### config.mk
export PLATFORM = sky130hd
export DESIGN_NAME = rsdct_queue
export DESIGN_NICKNAME = d
export VERILOG_FILES = /design/src/rsdct_pkg.sv /design/src/rsdct_queue.sv
export SDC_FILE = /design/constraint.sdc
export NUM_CORES = 1
export LEC_CHECK = 0
export BUFFER_PORTS_ARGS = -buffer_cell sky130_fd_sc_hd__buf_2
export CORE_MARGIN = 10
export CORE_UTILIZATION = 45
export DETAILED_ROUTE_END_ITERATION = 16
export HOLD_SLACK_MARGIN = 0.02
export PLACE_DENSITY = 0.81
export SLEW_MARGIN = 20
export SYNTH_ARGS = -nofsm -noshare
export SYNTH_HDL_FRONTEND = slang
export SYNTH_SLANG_ARGS = --single-unit
### constraint.sdc
create_clock -name clk -period 2.89 [get_ports clk]
set_input_delay 0.4335 -clock clk [delete_from_list [all_inputs] [get_ports clk]]
set_output_delay 0.4335 -clock clk [all_outputs]
set_load 0.005 [all_outputs]
### src/rsdct_pkg.sv
`timescale 1ns / 1ps
`default_nettype none

package rsdct_pkg;

  // Default table geometry.
  localparam int SLOTS_PER_SHARD_DEF = 64;
  localparam int MAX_SHARDS_DEF      = 16;

  // The slot index field is ten bits wide, so no slot at or beyond this is ever committed.
  localparam int SLOT_SPACE = 1024;

  // The top bits of a node address, from this bit up, name the memory shard.
  localparam int SHARD_ADDR_SHIFT = 48;

  // Entries of the queue between front and back.
  localparam int QUEUE_DEPTH = 2;

  typedef enum logic {
    OP_DIFF   = 1'b0,
    OP_COMMIT = 1'b1
  } op_t;

  typedef enum logic [2:0] {
    ST_OK        = 3'd0,
    ST_SAME      = 3'd1,
    ST_BAD_SLOT  = 3'd2,
    ST_BAD_LIVE  = 3'd3,
    ST_BAD_EPOCH = 3'd4,
    ST_BAD_FLAGS = 3'd5,
    ST_STALE     = 3'd6
  } status_t;

  // An item after the front has checked everything that needs no table lookup.
  typedef struct packed {
    op_t         op;
    status_t     pre_status;
    logic [3:0]  shard;
    logic [9:0]  slot;
    logic [31:0] id;
    logic [31:0] gen;
    logic        live;
    logic [63:0] node_address;
    logic [63:0] epoch;
  } item_t;

  // Entries held in the table: only slots below the ten-bit slot space can be written.
  function automatic int mem_depth(input int sps, input int ms);
    int td;
    td = sps * ms;
    return (td < SLOT_SPACE) ? td : SLOT_SPACE;
  endfunction

  function automatic int addr_width(input int sps, input int ms);
    int md;
    md = mem_depth(sps, ms);
    return (md > 1) ? $clog2(md) : 1;
  endfunction

endpackage

`default_nettype wire

### src/rsdct_queue.sv
`timescale 1ns / 1ps
`default_nettype none

module rsdct_queue #(
  parameter int W = 8
) (
  input  wire logic         clk,
  input  wire logic         rst_n,
  input  wire logic         push_valid,
  output logic              push_ready,
  input  wire logic [W-1:0] push_data,
  output logic              pop_valid,
  input  wire logic         pop_ready,
  output logic [W-1:0]      pop_data
);

  localparam int DEPTH = rsdct_pkg::QUEUE_DEPTH;
  localparam int PW    = (DEPTH > 1) ? $clog2(DEPTH) : 1;
  localparam int CW    = $clog2(DEPTH + 1);

  logic [W-1:0]  store_r [DEPTH];
  logic [PW-1:0] wr_ptr_r;
  logic [PW-1:0] rd_ptr_r;
  logic [CW-1:0] count_r;
  logic          do_push;
  logic          do_pop;

  assign push_ready = (count_r != CW'(DEPTH));
  assign pop_valid  = (count_r != '0);
  assign pop_data   = store_r[rd_ptr_r];
  assign do_push    = push_valid && push_ready;
  assign do_pop     = pop_valid && pop_ready;

  // Pointers wrap at the queue depth.
  always_ff @(posedge clk) begin
    if (!rst_n) begin
      wr_ptr_r <= '0;
      rd_ptr_r <= '0;
      count_r  <= '0;
    end else begin
      if (do_push) begin
        wr_ptr_r <= (wr_ptr_r == PW'(DEPTH - 1)) ? '0 : wr_ptr_r + 1'b1;
      end
      if (do_pop) begin
        rd_ptr_r <= (rd_ptr_r == PW'(DEPTH - 1)) ? '0 : rd_ptr_r + 1'b1;
      end
      if (do_push && !do_pop) begin
        count_r <= count_r + 1'b1;
      end else if (do_pop && !do_push) begin
        count_r <= count_r - 1'b1;
      end
    end
  end

  always_ff @(posedge clk) begin
    if (do_push) begin
      store_r[wr_ptr_r] <= push_data;
    end
  end

endmodule

`default_nettype wire

# [Yosys cells after proc, flatten, opt, wreduce, memory -nomap -nowiden]
# Memory sizes are Yosys's and may differ from the RTL's. A register that Yosys moved wholly into a read port is not among the register bits.
# Cells that the tools add are included.
[totals] mem_bits_ro=0 mem_count=1 ram_bits=16 wordCells=25 register_bits=4 inputBits=12 latchBits=0 out_inout_bits=10
[classes] add_sub_neg=4 magnitude_cmp=0 reduce_logical=8 mul=0 n_eq_ne=1 n_mux=8 div=0 shifts=0 bitwise=0
[memory_table] name="store_r" depth=2 word_bits=8 read_ports=1 rd_clocked_by_memory_dff=1 write_ports=1 line="rsdct_queue.sv:21" source="logic [W-1:0] store_r [DEPTH];"
[ops] cell="2-to-1 mux 1 bit" count=6
[ops] cell="logical AND 1 bit" count=4
[ops] cell="2-to-1 mux 2 bit" count=2
[ops] cell="nonzero test 2 bit" count=2
[ops] cell="adder 1 bit, second input constant" count=2
[ops] cell="adder 2 x 1 -> 2 bit, second input constant" count=1
[ops] cell="zero test 1 bit" count=2
[ops] cell="!= test 2 bit, second input constant" count=1
[ops] cell="subtractor 2 x 1 -> 2 bit, second input constant" count=1

# [Longest topological paths before layout]
[depth] ltp_word=6 depth_mapped=6 mapped_depth_nobuf=6

# [Least setup slack after synthesis]
# OpenSTA, ideal clock, no wires.
[synth_path] kind="register to register" start="register count_r[0]" end="register count_r[1]" n_path_buf=0 t_arrival_ps=1415 slack_ps=1405 synth_period_minus_slack_ps=1485 stages_incl_launch_ff=6 setup_ps=70 t_required_ps=2820 cell_sequence="dfxtp_1 -> nand2b_4 -> and2_1 -> ha_1 -> or3_1 -> a21oi_1"
[synth_between] elab_chain_cells=5 elab_cells_between_ends=13 classes_between="add/sub: 2; eq/ne: 1; mux: 2; reduce/logical: 8"
[synth_lines] element="start, declared" line="rsdct_queue.sv:24" source="logic [CW-1:0] count_r;"
[synth_lines] element="start signal, assigned" line="rsdct_queue.sv:48" source="count_r <= count_r + 1'b1;"
[synth_lines] element="start signal, assigned" line="rsdct_queue.sv:50" source="count_r <= count_r - 1'b1;"
[synth_lines] element="!= test 2 bit (*)" line="rsdct_queue.sv:28" source="assign push_ready = (count_r != CW'(DEPTH));"
[synth_lines] element="via push_ready" line="rsdct_queue.sv:10" source="output logic push_ready,"
[synth_lines] element="logical AND 1 bit (*)" line="rsdct_queue.sv:31" source="assign do_push = push_valid && push_ready;"
[synth_lines] element="zero test 1 bit" line="rsdct_queue.sv:49" source="end else if (do_pop && !do_push) begin"
[synth_lines] element="logical AND 1 bit" line="rsdct_queue.sv:49"
[synth_lines] element="nonzero test 2 bit (no line)"
# The timed path passes the listed nets; every way through them passes the cells marked *. The select of a mux whose other input is x is not followed.
# A chain may end at the register's enable or synchronous reset.

==> results.tsv <==
metric	value	unit
Die ar.	0.00390	mm2
initial antenna violation count	0	
Total Nets Final	88	
Layout Skew	0.00217	ns
Synth Area per Inst	16.2	um2
clock sink count	21	
Die Ht	62.4	um
Reg area	581	um2
maximum VDD drop	0.000482	V
DR WL/cell	14.8	um
crit end category	output pin	
slew margin rel.	74.5	%
CTS tree	done	
Die X	62.4	um
f_max	0.559	GHz
part of the cycle the worst path needs	61.9	%
pre-CTS setup slack	1.29	ns
Detail Route Antenna Nets	0	
drt drc	0	
Placer Congestion	0.643	
layout cells sized above 1	47.3	%
synthesis-stage register bit count	21	
Setup TNS	0	ns
Port Buffers	21	
post-synthesis sequential area ratio	71.7	%
met3 WL	72	um
final setup violating endpoints	0	
CTS Buf Count	3	
grt ovf	0	
Tightest Pin Transition	0.383	ns
Leak	0.387	nW
core area	0.00171	mm2
Final Hold Slack	0.315	ns
vias after detailed routing	469	
Max FO, Critical Path	8	
syn_nets	63	
Highest Signal Layer	met4	
clk_lat worst skew	0.30	ns
Met2 Wirelength	714	um
postcts setup bufs	0	
Multi-input gate area	216	um2
critical path type	reg2out	
Worst-path clk slew	0.11	ns
Iter 0 DRT Violations	7	
num rows	15	
synth unique cells	17	
arrival time at the worst endpoint	1.35	ns
met1 wire length	665	um
max_cap viols	0	
Worst Slack Setup Final	1.10	ns
final hold violation count	0	
Post-Route WL	1470	um
Max Buffers Root-to-Sink	2	
vias in the first global route	492	
post-detail-place hpwl	1110	um
Initial Utilization	47.4	%
final core occ	56.6	%
Yosys Warn Count	0	
fillers	149	
first-pass GRT wire length	2210	um
most common cell after layout, fill and taps aside	buf_2	
most frequent cells in the layout	21 x buf_2, 16 x edfxtp_1, 8 x mux2_2	
Power per Cell Area	812	mW/mm2
post-CTS resize count	0	
routed vias/inst	4.74	
htree depth	1	
mapped cell area	810	um2
CP Launch Type	flop	
io pins	22	
GRT Resource Usage Total	7.37	%
RSZ-0062 raised after global routing	false	
fin crit period	1.79	ns
Hold Crit Class	in2reg	
outcome	completed	
largest net degree at the start of global routing	12	
hold_buf cts	0	
Req. time, crit path	2.46	ns
fin. max-slew vios	0	
first-pass detailed-route iteration total	4	
Synth Instances	50	
root buf cell	clkbuf_4	
Layout area overhead	19.5	%
antenna diode instance count	0	
-- worst max-delay path: stages, from the launching register on --
cell and delay (ns):
dfxtp_1 0.55, mux2_2 0.38, buf_2 0.13
-- layout make-up --
type                    instances  area share, %
repair buffers                 21           10.9
multi-input cells              26           22.4
well taps                      25           3.23
flip-flops and latches         21           60.0
clock buffers                   4           2.72
inverters                       2          0.776
-- registers in the layout, summed over array words and instances (netlist names), named ones only --
signal	count
wr_ptr_r	1
count_r	2
rd_ptr_r	1
store_r	16
-- kinds of logic (layout without fill, tap and decap cells) --
family / Yosys count / count (layout) / share of synthesized area, %
XOR/XNOR: 3 / 3 / 3.25
adder cells (fa/ha/maj): 1 / 1 / 1.55
multiplexers: 8 / 8 / 11.1
buffers and inverters: 3 / 27 / 1.55
AO/OA/AOI/OAI: 5 / 5 / 3.71
AND/OR/NAND/NOR: 9 / 9 / 7.11
flip-flops: 21 / 21 / 71.7
-- routing by layer --
| metal | up-vias | global-route usage, % |
|---|---|---|
| met2 | 14 | 11.2 |
| met1 | 225 | 8.34 |
| met3 | 2 | 2.87 |
| li1 | 228 | - |
| met4 | 0 | 5.03 |
| met5 | - | 0 |
-- per-stage QoR --
step           power (W)  area, um2  cells
2_1_floorplan   0.000574        810     50
3_5_place_dp    0.000664        941     95
4_1_cts         0.000799        967     99
6_report        0.000786        967     99
3_3_place_gp    0.000648        941     95
5_1_grt         0.000840        967     99
-- path summary, 6_finish.rpt --
kind,start,endpoint,slack (ns),cells after the start
hold / removal,push_data[1],store_r[1][1],0.32,1
setup reg to reg,count_r[0],count_r[1],1.28,4
setup / recovery,flop,pop_data[2],1.10,2
hold reg to reg,rd_ptr_r,flop,0.52,2
-- cell usage after synthesis (all sizes together) --
cell type	count	area (um2)
nor2	3	11.3
and3	1	6.26
buf	1	5.00
a21oi	2	10.0
edfxtp	16	480
mux2	8	90.1
a21bo	1	10.0
and2	1	6.26
nand2b	1	13.8
ha	1	12.5
or3	1	6.26
xor2	3	26.3
inv	2	7.51
o21ai	2	10.0
nand3b	1	7.51
dfxtp	5	100
or2	1	6.26
-- report_power, final --
part / total [W] / internal (W) / switching [W]
Sequential: 0.000426 / 0.000383 / 0.0000429
Clock: 0.000136 / 0.0000537 / 0.0000819
Combinational: 0.000224 / 0.000125 / 0.0000987
Total: 0.000786 / 0.000562 / 0.000224
No activity file was read; power rests on OpenSTA's default activity.
