## src/rsdct_pkg.sv

```systemverilog
`timescale 1ns / 1ps
`default_nettype none

package rsdct_pkg;

  // Default table geometry.
  localparam int SLOTS_PER_SHARD_DEF = 64;
  localparam int MAX_SHARDS_DEF      = 16;

  // The slot index field is ten bits wide, so no slot at or beyond this is ever committed.
  localparam int SLOT_SPACE = 1024;

  // The top bits of a node address, from this bit up, name the memory shard.
  localparam int SHARD_ADDR_SHIFT = 48;

  // Entries of the queue between front and back.
  localparam int QUEUE_DEPTH = 2;

  typedef enum logic {
    OP_DIFF   = 1'b0,
    OP_COMMIT = 1'b1
  } op_t;

  typedef enum logic [2:0] {
    ST_OK        = 3'd0,
    ST_SAME      = 3'd1,
    ST_BAD_SLOT  = 3'd2,
    ST_BAD_LIVE  = 3'd3,
    ST_BAD_EPOCH = 3'd4,
    ST_BAD_FLAGS = 3'd5,
    ST_STALE     = 3'd6
  } status_t;

  // An item after the front has checked everything that needs no table lookup.
  typedef struct packed {
    op_t         op;
    status_t     pre_status;
    logic [3:0]  shard;
    logic [9:0]  slot;
    logic [31:0] id;
    logic [31:0] gen;
    logic        live;
    logic [63:0] node_address;
    logic [63:0] epoch;
  } item_t;

  // Entries held in the table: only slots below the ten-bit slot space can be written.
  function automatic int mem_depth(input int sps, input int ms);
    int td;
    td = sps * ms;
    return (td < SLOT_SPACE) ? td : SLOT_SPACE;
  endfunction

  function automatic int addr_width(input int sps, input int ms);
    int md;
    md = mem_depth(sps, ms);
    return (md > 1) ? $clog2(md) : 1;
  endfunction

endpackage

`default_nettype wire

```

## src/rsdct_if.sv

```systemverilog
`timescale 1ns / 1ps
`default_nettype none

// Input channel: one diff or commit item per beat.
interface rsdct_in_if;
  logic        valid;
  logic        ready;
  logic        operation;
  logic [15:0] shard;
  logic [9:0]  slot_index;
  logic [31:0] entry_id;
  logic [31:0] entry_generation;
  logic [7:0]  entry_flags;
  logic [63:0] node_address;
  logic [63:0] epoch;

  modport source (
    output valid, operation, shard, slot_index, entry_id, entry_generation,
           entry_flags, node_address, epoch,
    input  ready
  );
  modport sink (
    input  valid, operation, shard, slot_index, entry_id, entry_generation,
           entry_flags, node_address, epoch,
    output ready
  );
endinterface


// Configuration channel: writes the number of shards in use.
interface rsdct_cfg_if;
  logic       valid;
  logic       ready;
  logic [4:0] shards_used;

  modport source (output valid, shards_used, input ready);
  modport sink (input valid, shards_used, output ready);
endinterface

`default_nettype wire

```

## src/rsdct_front.sv

```systemverilog
`timescale 1ns / 1ps
`default_nettype none

module rsdct_front #(
  parameter int SLOTS_PER_SHARD = rsdct_pkg::SLOTS_PER_SHARD_DEF,
  parameter int MAX_SHARDS      = rsdct_pkg::MAX_SHARDS_DEF
) (
  input  wire logic                 clk,
  input  wire logic                 rst_n,
  rsdct_cfg_if.sink                 cfg_ch,
  rsdct_in_if.sink                  in_ch,
  input  wire logic                 clear_busy,
  output logic                      f_valid,
  input  wire logic                 f_ready,
  output rsdct_pkg::item_t          f_item,
  output logic [rsdct_pkg::addr_width(SLOTS_PER_SHARD, MAX_SHARDS)-1:0] f_addr,
  output logic                      f_in_mem
);

  localparam int TD = SLOTS_PER_SHARD * MAX_SHARDS;
  localparam int MD = rsdct_pkg::mem_depth(SLOTS_PER_SHARD, MAX_SHARDS);
  localparam int AW = rsdct_pkg::addr_width(SLOTS_PER_SHARD, MAX_SHARDS);
  // Global slot width: room for the largest table and for the ten-bit slot field.
  localparam int GW = (($clog2(TD) > 10) ? $clog2(TD) : 10) + 1;
  localparam int SW = (MAX_SHARDS > 1) ? $clog2(MAX_SHARDS) : 1;

  logic [4:0]       shards_used_r;
  logic             f_valid_r;
  rsdct_pkg::item_t item_r;
  rsdct_pkg::item_t item_nxt;
  logic [AW-1:0]    addr_r;
  logic [AW-1:0]    addr_nxt;
  logic             in_mem_r;
  logic             in_mem_nxt;

  logic [GW-1:0]    base;
  logic [GW-1:0]    sidx_g;
  logic [GW-1:0]    g_sel;
  logic             live;
  logic             shard_bad;
  logic             live_bad;
  logic             epoch_bad;
  logic             commit_slot_bad;
  logic [63:0]      remote;

  // Shard count register; writes are always taken.
  assign cfg_ch.ready = 1'b1;

  always_ff @(posedge clk) begin
    if (!rst_n) begin
      shards_used_r <= 5'd1;
    end else if (cfg_ch.valid) begin
      shards_used_r <= cfg_ch.shards_used;
    end
  end

  // Checks that need only the item and the shard count.
  always_comb begin
    live      = in_ch.entry_flags[0];
    remote    = live ? in_ch.node_address : 64'd0;
    shard_bad = (in_ch.shard >= 16'(shards_used_r)) || (in_ch.shard >= 16'(MAX_SHARDS));
    epoch_bad = (in_ch.epoch == 64'd0);
    live_bad  = live && ((in_ch.node_address == 64'd0) ||
                (in_ch.node_address[63:rsdct_pkg::SHARD_ADDR_SHIFT] != in_ch.shard));
    base      = GW'(in_ch.shard[SW-1:0]) * GW'(SLOTS_PER_SHARD);
    sidx_g    = GW'(in_ch.slot_index);
    // A commit's global slot must lie within the span of its claimed shard.
    commit_slot_bad = shard_bad || (sidx_g < base) ||
                      ((sidx_g - base) >= GW'(SLOTS_PER_SHARD));

    item_nxt.shard = in_ch.shard[3:0];
    item_nxt.id    = in_ch.entry_id;
    item_nxt.gen   = in_ch.entry_generation;
    item_nxt.live  = live;
    item_nxt.epoch = in_ch.epoch;

    if (in_ch.operation == rsdct_pkg::OP_COMMIT) begin
      item_nxt.op           = rsdct_pkg::OP_COMMIT;
      item_nxt.node_address = in_ch.node_address;
      g_sel                 = sidx_g;
      if (commit_slot_bad) begin
        item_nxt.pre_status = rsdct_pkg::ST_BAD_SLOT;
      end else if (epoch_bad) begin
        item_nxt.pre_status = rsdct_pkg::ST_BAD_EPOCH;
      end else if (in_ch.entry_flags[7:1] != 7'd0) begin
        item_nxt.pre_status = rsdct_pkg::ST_BAD_FLAGS;
      end else if (live_bad) begin
        item_nxt.pre_status = rsdct_pkg::ST_BAD_LIVE;
      end else begin
        item_nxt.pre_status = rsdct_pkg::ST_OK;
      end
    end else begin
      item_nxt.op           = rsdct_pkg::OP_DIFF;
      item_nxt.node_address = remote;
      g_sel                 = base + sidx_g;
      if (epoch_bad) begin
        item_nxt.pre_status = rsdct_pkg::ST_BAD_EPOCH;
      end else if (shard_bad || (11'(in_ch.slot_index) >= 11'(SLOTS_PER_SHARD))) begin
        item_nxt.pre_status = rsdct_pkg::ST_BAD_SLOT;
      end else if (live_bad) begin
        item_nxt.pre_status = rsdct_pkg::ST_BAD_LIVE;
      end else begin
        item_nxt.pre_status = rsdct_pkg::ST_OK;
      end
    end

    item_nxt.slot = g_sel[9:0];
    addr_nxt      = g_sel[AW-1:0];
    // Slots beyond the stored range were never written and read as zero.
    in_mem_nxt    = (g_sel < GW'(MD));
  end

  // One register stage ahead of the queue; closed during the clearing pass.
  assign in_ch.ready = !clear_busy && (!f_valid_r || f_ready);

  always_ff @(posedge clk) begin
    if (!rst_n) begin
      f_valid_r <= 1'b0;
    end else if (in_ch.ready) begin
      f_valid_r <= in_ch.valid;
    end
  end

  always_ff @(posedge clk) begin
    if (in_ch.valid && in_ch.ready) begin
      item_r   <= item_nxt;
      addr_r   <= addr_nxt;
      in_mem_r <= in_mem_nxt;
    end
  end

  assign f_valid  = f_valid_r;
  assign f_item   = item_r;
  assign f_addr   = addr_r;
  assign f_in_mem = in_mem_r;

endmodule

`default_nettype wire

```

## src/flat_wrapper.sv

```systemverilog
// flat-port wrapper written by rule: the top's interface ports become plain ports
module rsdct_front_flat 
#(
  parameter int SLOTS_PER_SHARD = rsdct_pkg::SLOTS_PER_SHARD_DEF,
  parameter int MAX_SHARDS      = rsdct_pkg::MAX_SHARDS_DEF
)
  (clk, rst_n, clear_busy, f_valid, f_ready, f_item, f_addr, f_in_mem, cfg_ch_valid, cfg_ch_shards_used, cfg_ch_ready, in_ch_valid, in_ch_operation, in_ch_shard, in_ch_slot_index, in_ch_entry_id, in_ch_entry_generation, in_ch_entry_flags, in_ch_node_address, in_ch_epoch, in_ch_ready);
  rsdct_cfg_if cfg_ch_i ();
  rsdct_in_if in_ch_i ();
  input  wire logic clk;
  input  wire logic rst_n;
  input  wire logic clear_busy;
  output logic f_valid;
  input  wire logic f_ready;
  output rsdct_pkg::item_t f_item;
  output logic [rsdct_pkg::addr_width(SLOTS_PER_SHARD, MAX_SHARDS)-1:0] f_addr;
  output logic f_in_mem;
  input wire logic [$bits(cfg_ch_i.valid)-1:0] cfg_ch_valid;
  input wire logic [$bits(cfg_ch_i.shards_used)-1:0] cfg_ch_shards_used;
  output wire logic [$bits(cfg_ch_i.ready)-1:0] cfg_ch_ready;
  input wire logic [$bits(in_ch_i.valid)-1:0] in_ch_valid;
  input wire logic [$bits(in_ch_i.operation)-1:0] in_ch_operation;
  input wire logic [$bits(in_ch_i.shard)-1:0] in_ch_shard;
  input wire logic [$bits(in_ch_i.slot_index)-1:0] in_ch_slot_index;
  input wire logic [$bits(in_ch_i.entry_id)-1:0] in_ch_entry_id;
  input wire logic [$bits(in_ch_i.entry_generation)-1:0] in_ch_entry_generation;
  input wire logic [$bits(in_ch_i.entry_flags)-1:0] in_ch_entry_flags;
  input wire logic [$bits(in_ch_i.node_address)-1:0] in_ch_node_address;
  input wire logic [$bits(in_ch_i.epoch)-1:0] in_ch_epoch;
  output wire logic [$bits(in_ch_i.ready)-1:0] in_ch_ready;
  assign cfg_ch_i.valid = cfg_ch_valid;
  assign cfg_ch_i.shards_used = cfg_ch_shards_used;
  assign cfg_ch_ready = cfg_ch_i.ready;
  assign in_ch_i.valid = in_ch_valid;
  assign in_ch_i.operation = in_ch_operation;
  assign in_ch_i.shard = in_ch_shard;
  assign in_ch_i.slot_index = in_ch_slot_index;
  assign in_ch_i.entry_id = in_ch_entry_id;
  assign in_ch_i.entry_generation = in_ch_entry_generation;
  assign in_ch_i.entry_flags = in_ch_entry_flags;
  assign in_ch_i.node_address = in_ch_node_address;
  assign in_ch_i.epoch = in_ch_epoch;
  assign in_ch_ready = in_ch_i.ready;
  rsdct_front #(.SLOTS_PER_SHARD(SLOTS_PER_SHARD), .MAX_SHARDS(MAX_SHARDS)) u_core (.clk(clk), .rst_n(rst_n), .cfg_ch(cfg_ch_i), .in_ch(in_ch_i), .clear_busy(clear_busy), .f_valid(f_valid), .f_ready(f_ready), .f_item(f_item), .f_addr(f_addr), .f_in_mem(f_in_mem));
endmodule
```

## config.mk

```make
export PLATFORM = sky130hd
export DESIGN_NAME = rsdct_front_flat
export DESIGN_NICKNAME = d
export VERILOG_FILES = /design/src/rsdct_pkg.sv /design/src/rsdct_if.sv /design/src/rsdct_front.sv /design/src/flat_wrapper.sv
export SDC_FILE = /design/constraint.sdc
export NUM_CORES = 1
export LEC_CHECK = 0
export ABC_AREA = 1
export BUFFER_PORTS_ARGS = -buffer_cell sky130_fd_sc_hd__buf_4
export CELL_PAD_IN_SITES_DETAIL_PLACEMENT = 0
export CELL_PAD_IN_SITES_GLOBAL_PLACEMENT = 1
export CORE_AREA = 2 2 181 183
export DETAILED_ROUTE_END_ITERATION = 10
export DIE_AREA = 0 0 183 185
export PLACE_DENSITY_LB_ADDON = 0.12
export SYNTH_ARGS = -nofsm -noshare
export SYNTH_HDL_FRONTEND = slang
export SYNTH_SLANG_ARGS = --single-unit
export TNS_END_PERCENT = 10
```

## constraint.sdc

```tcl
create_clock -name clk -period 5.7 [get_ports clk]
set_input_delay 0.285 -clock clk [delete_from_list [all_inputs] [get_ports clk]]
set_output_delay 0.285 -clock clk [all_outputs]
set_load 0.02 [all_outputs]
```

* Word level (Yosys, flattened, before mapping)
Cells that the tools add are included.
** Word-level totals
- Bits in registers :: 218
- Input port bits :: 238
- Output and inout port bits :: 225
- Logic and storage cells :: 45
** Cells by class
- $add $sub $neg :: 2
- Magnitude comparators :: 6
- Equal/unequal tests :: 1
- Multiplexer cells :: 10
- Reduce and logical (&&, ||, !) cells :: 14
** Operator list (count)
- 64-bit logical NOT :: 2
- 64-bit 2-to-1 mux :: 2
- 16-bit by 5-bit greater-or-equal comparator with 1-bit output :: 1
- 16-bit by 5-bit greater-or-equal comparator with 1-bit output (second input constant) :: 1
- 16-bit != test :: 1
- 3-bit 2-to-1 mux :: 5
- 10-bit by 10-bit adder with 11-bit output :: 1
- 11-bit by 7-bit greater-or-equal comparator with 1-bit output (second input constant) :: 1
- 11-bit < comparator (second input constant) :: 1
- 11-bit 2-to-1 mux :: 1
- 10-bit by 10-bit subtractor with 11-bit output :: 1
- 10-bit by 7-bit greater-or-equal comparator with 1-bit output (second input constant) :: 1
- 10-bit < comparator :: 1
- 7-bit nonzero test :: 1
- 1-bit logical OR :: 6
- 4-bit 2-to-1 mux :: 1
- 1-bit logical AND :: 3
- 1-bit logical NOT :: 2
- 2-bit 2-to-1 mux :: 1

* Logic depth before layout (Yosys ltp)
- Word-level depth :: 8
- Mapped depth :: 13
- Gate-level depth less buffers :: 13

* Worst setup path after synthesis
Ideal clock, no wire load.
- Path type :: flip-flop to flip-flop
- Start :: register u_core.f_valid_r (netlist: u_core.f_valid)
- End :: register u_core.in_mem_r (netlist: u_core.f_in_mem) (enable)
- Setup time :: 0.563 ns
- Arrival time :: 5.026 ns
- Setup slack :: 0.111 ns
- Cell stages (with the launch flop) :: 4
- Clock period less this slack :: 5.589 ns
- Cells stage by stage :: dfxtp_1 a21oi_1 nand2_1 inv_1
** On the way
- Cells in the longest elaborated chain, start to end :: 4
** RTL lines
- from (decl) :: RTL line rsdct_front.sv:28 : logic f_valid_r;
- from (signal assigned) :: RTL line rsdct_front.sv:120 : f_valid_r <= in_ch.valid;
- 1-bit logical NOT :: RTL line rsdct_front.sv:114 : assign in_ch.ready = !clear_busy && (!f_valid_r || f_ready);
- 1-bit logical OR :: RTL line rsdct_front.sv:114
- 1-bit logical AND :: RTL line rsdct_front.sv:114
- via in_ch_ready :: RTL line flat_wrapper.sv:30 : output wire logic [$bits(in_ch_i.ready)-1:0] in_ch_ready;
- 1-bit logical AND :: RTL line rsdct_front.sv:125 : if (in_ch.valid && in_ch.ready) begin
- to (signal assigned) :: RTL line rsdct_front.sv:128 : in_mem_r <= in_mem_nxt;
- to (decl) :: RTL line rsdct_front.sv:33 : logic in_mem_r;
The timed path passes the listed nets, and every way through them passes these cells.
A chain may end at the register's enable or synchronous reset.

* Final worst setup path
- Start :: register u_core.f_valid_r (netlist: u_core.f_valid)
- End :: register u_core.item_r, in the netlist u_core.f_item[124] (enable)
** On the way
- Cells in the longest elaborated chain, start to end :: 4
** RTL lines
- 1-bit logical NOT :: RTL line rsdct_front.sv:114
- 1-bit logical OR :: RTL line rsdct_front.sv:114
- 1-bit logical AND :: RTL line rsdct_front.sv:114
- 1-bit logical AND :: RTL line rsdct_front.sv:125
- to (signal assigned) :: RTL line rsdct_front.sv:126 : item_r <= item_nxt;
- to (decl) :: RTL line rsdct_front.sv:29 : rsdct_pkg::item_t item_r;
No other way between the ends.

==> metrics.md <==
| Metric | Value |
|---|---|
| FMAX | between 0.3 and 0.4 GHz |
| # clock sinks | ~220 |
| Layout cells sized above 1 | 0.410 |
| Most frequent cell after synthesis | edfxtp_1 |
| Final Setup Violations | 0 |
| CP endpoint kind | flop |
| I/O pin count | 463 |
| CP startpoint kind | flop |
| PD cells | between 200 and 300 nW/um^2 |
| Fin Clk Skew | roughly 0.0095 ns |
| Post-route ant nets | 0 |
| Ranking of synthesized cells by area | edfxtp_1 (75%), nor2_1 (6.4%), inv_1 (4.2%) |
| Slew margin rel. | 0.295 |
| Synthesis-stage register bit count | approximately 220 |
| Leak | approximately 6.4 nW |
| Clock Power Share | 0.405 |
| Ys Warns | 0 |
| Drt pass-1 iters | 5 |
| Pin count of the biggest net entering global routing | 128 |
| H-tree levels | 1 |
| Synthesized area per cell | between 10 and 15 sq um |
| Initial antenna violation count | 2 |
| Dpl cells | 1485 |
| Site Rows | 66 |
| Sw frac | 0.238 |
| Initial Utilization | 0.263 |
| Internal | between 3 and 4 mW |
| EDFF count, synth | 212 |
| Via count | ~6800 |
| Clock slew at reported path FFs | roughly 0.060 ns |
| Final WL | slightly below 30000 um |
| Post-DP HPWL | between 20000 and 25000 um |
| GRT overflow | 0 |
| Setup total negative slack | 0 ns |
| Hold_ws | between 0.02 and 0.03 ns |
| Final WS setup | ~3.2 ns |
| Clock Latency Late Sink | between 0.5 and 0.6 ns |
| Fin crit share | 0.440 |
| Total GRT Usage | 0.166 |
| Max Cap Viol | 0 |
| Hold Path Class | in2reg |
| RD Place Congestion | between 0.7 and 0.8 |
| Ys flop type | edfxtp_1 |
| Core Region | 32000 sq um |
| Ys async rst share | 0 |
| Pwr Total | 4.13 mW |
| DRC | 0 |
| Dominant cell type by area after synthesis | edfxtp_1 |
| Wire length per cell | about 18 um |
| Reg power frac | 0.453 |
| Synth-to-layout area growth | 73.4% |
| Synth top area share | 0.755 |
| CTS buffer count | 27 |
| Nets | 1501 |
| Die area | 33900 sq um |
| Unrepaired setup endpoints after global routing | false |
| Critical path arrival | between 2 and 3 ns |
| Yosys cell types | 30 |
| Final Hold Viols | 0 |
| Clock buffer depth | 3 |
| CTS root buffer | clkbuf_16 |
| Worst slew pin tran | between 1 and 1.5 ns |
| Worst IR Drop VDD | between 200 and 300 uV |
| Commonest cells in the netlist | edfxtp_1 (212), nor2_1 (144), inv_1 (94) |
| Iter 0 DRT Violations | about 320 |
| WS Path Type | reg2reg |
| Fill cells | approximately 3100 |
| Synth Instances | 630 |
| Vias in the first global route | between 7000 and 8000 |
| I/O Buffers | 461 |
| Post-route insts no fill | 1677 |
| Place WS | about 3.2 ns |
| Netlist Area Pre-Place | roughly 8400 sq um |
| Combinational share of power | 0.141 |
| Worst-path fanout max | approximately 130 |
| Post-CTS setup buffer count | 0 |
| Die H | approximately 190 um |
| CTS tree | built |
| First-pass GRT wire length | ~42000 um |
| Sw power | 981 uW |
| Die X | ~180 um |
| Outcome | complete, no violations |
| Slew Viols, Final | 0 |
| Worst EP required | just under 6 ns |
| Net count after synthesis | around 880 |
| Seq/Total Area, Yosys | 0.769 |
| Fin crit period | between 2 and 3 ns |
| Vias per inst | 4.08 |
## layout by cell type (no fill, tap or decap), drive strengths merged
cell | netlist | routed
nand4 | 9 | 9
clkinvlp | 0 | 1
a31oi | 1 | 1
buf | 17 | 464
edfxtp | 212 | 212
nor4 | 2 | 2
clkinv | 0 | 12
inv | 95 | 96
fa | 2 | 2
ha | 13 | 13
conb | 1 | 1
clkbuf | 0 | 31
a21boi | 1 | 1
dlygate4sd3 | 0 | 142
xnor2 | 11 | 11
dfxtp | 6 | 6
nor3 | 3 | 3
nand3 | 22 | 22
or2 | 2 | 2
nor2 | 146 | 146
a21oi | 13 | 13
bufinv | 0 | 3
diode | 0 | 2
o21bai | 1 | 1
nand2 | 61 | 61
and2 | 1 | 1
a21o | 1 | 1
o21ai | 10 | 10
## critical path: stages, from the launching register on
cell	delay, ns
dfxtp_1	0.32
a21oi_1	0.18
nand2_1	0.17
inv_8	0.56
buf_4	0.63
## sequential cells by signal, indices dropped and copies added, names as in the netlist
register	count
u_core.f_valid	1
u_core.f_in_mem	1
u_core.f_item	211
u_core.shards_used_r	5
## stage by stage
stage	utilization	cell area, sq um
after floorplan	-	8430
after global placement	0.385	12300
after detailed placement	0.385	12300
after CTS	0.456	14600
after global routing	0.456	14600
final	0.456	14600
## power groups by stage
stage	Sequential (mW)	Clock (mW)	Combinational, mW
2_1_floorplan	2.00	0	0.124
3_3_place_gp	1.90	0	0.503
3_5_place_dp	1.90	0	0.505
4_1_cts	1.87	1.74	0.593
5_1_grt	1.88	1.80	0.632
6_report	1.87	1.67	0.584
## worst paths after layout
kind	endpoint	start	slack [ns]	depth (start not counted)
worst max-delay path	u_core.f_item[124]$_DFFE_PP_	u_core.f_valid$_SDFFE_PN0P_	3.19	4
worst min-delay path	u_core.f_item[210]$_DFFE_PP_	in_ch_operation	0.03	1
worst max register to register	u_core.f_item[124]$_DFFE_PP_	u_core.f_valid$_SDFFE_PN0P_	3.19	4
worst min register to register	u_core.shards_used_r[3]$_SDFFE_PN0P_	u_core.shards_used_r[3]$_SDFFE_PN0P_	0.46	2
## cell families after synthesis
kind of cell | synth area share
simple gates | 0.121
flops | 0.769
compound gates | 0.0184
other cells | 0.000445
xor+xnor | 0.0114
buf+inv | 0.0556
fa+ha+maj | 0.0240
## cell type report
type,instances,area [sq um],share of cell area
Multi-Input combinational cell,300,1480,0.101
Clock inverter,17,176,0.0121
Timing Repair Buffer,606,4900,0.335
Sequential cell,218,6490,0.444
Inverter,95,364,0.0249
Antenna cell,2,5.00,0.000342
Tap cell,408,510,0.0349
Clock buffer,31,691,0.0472
## layer usage
metal	vias to the layer above	global-route usage	wire (um)
li1	3345	-	-
met1	3171	0.175	10700
met2	258	0.310	15500
met3	61	0.0517	2340
met4	0	0.0627	1170
met5	-	0	0
## what timing repair did
| action | CTS | global route |
|---|---|---|
| hold buffers | 142 | 0 |
| gates resized for setup | 0 | 0 |
| endpoints found under the hold margin | 140 | 0 |
(Power assumes the default switching activity.)
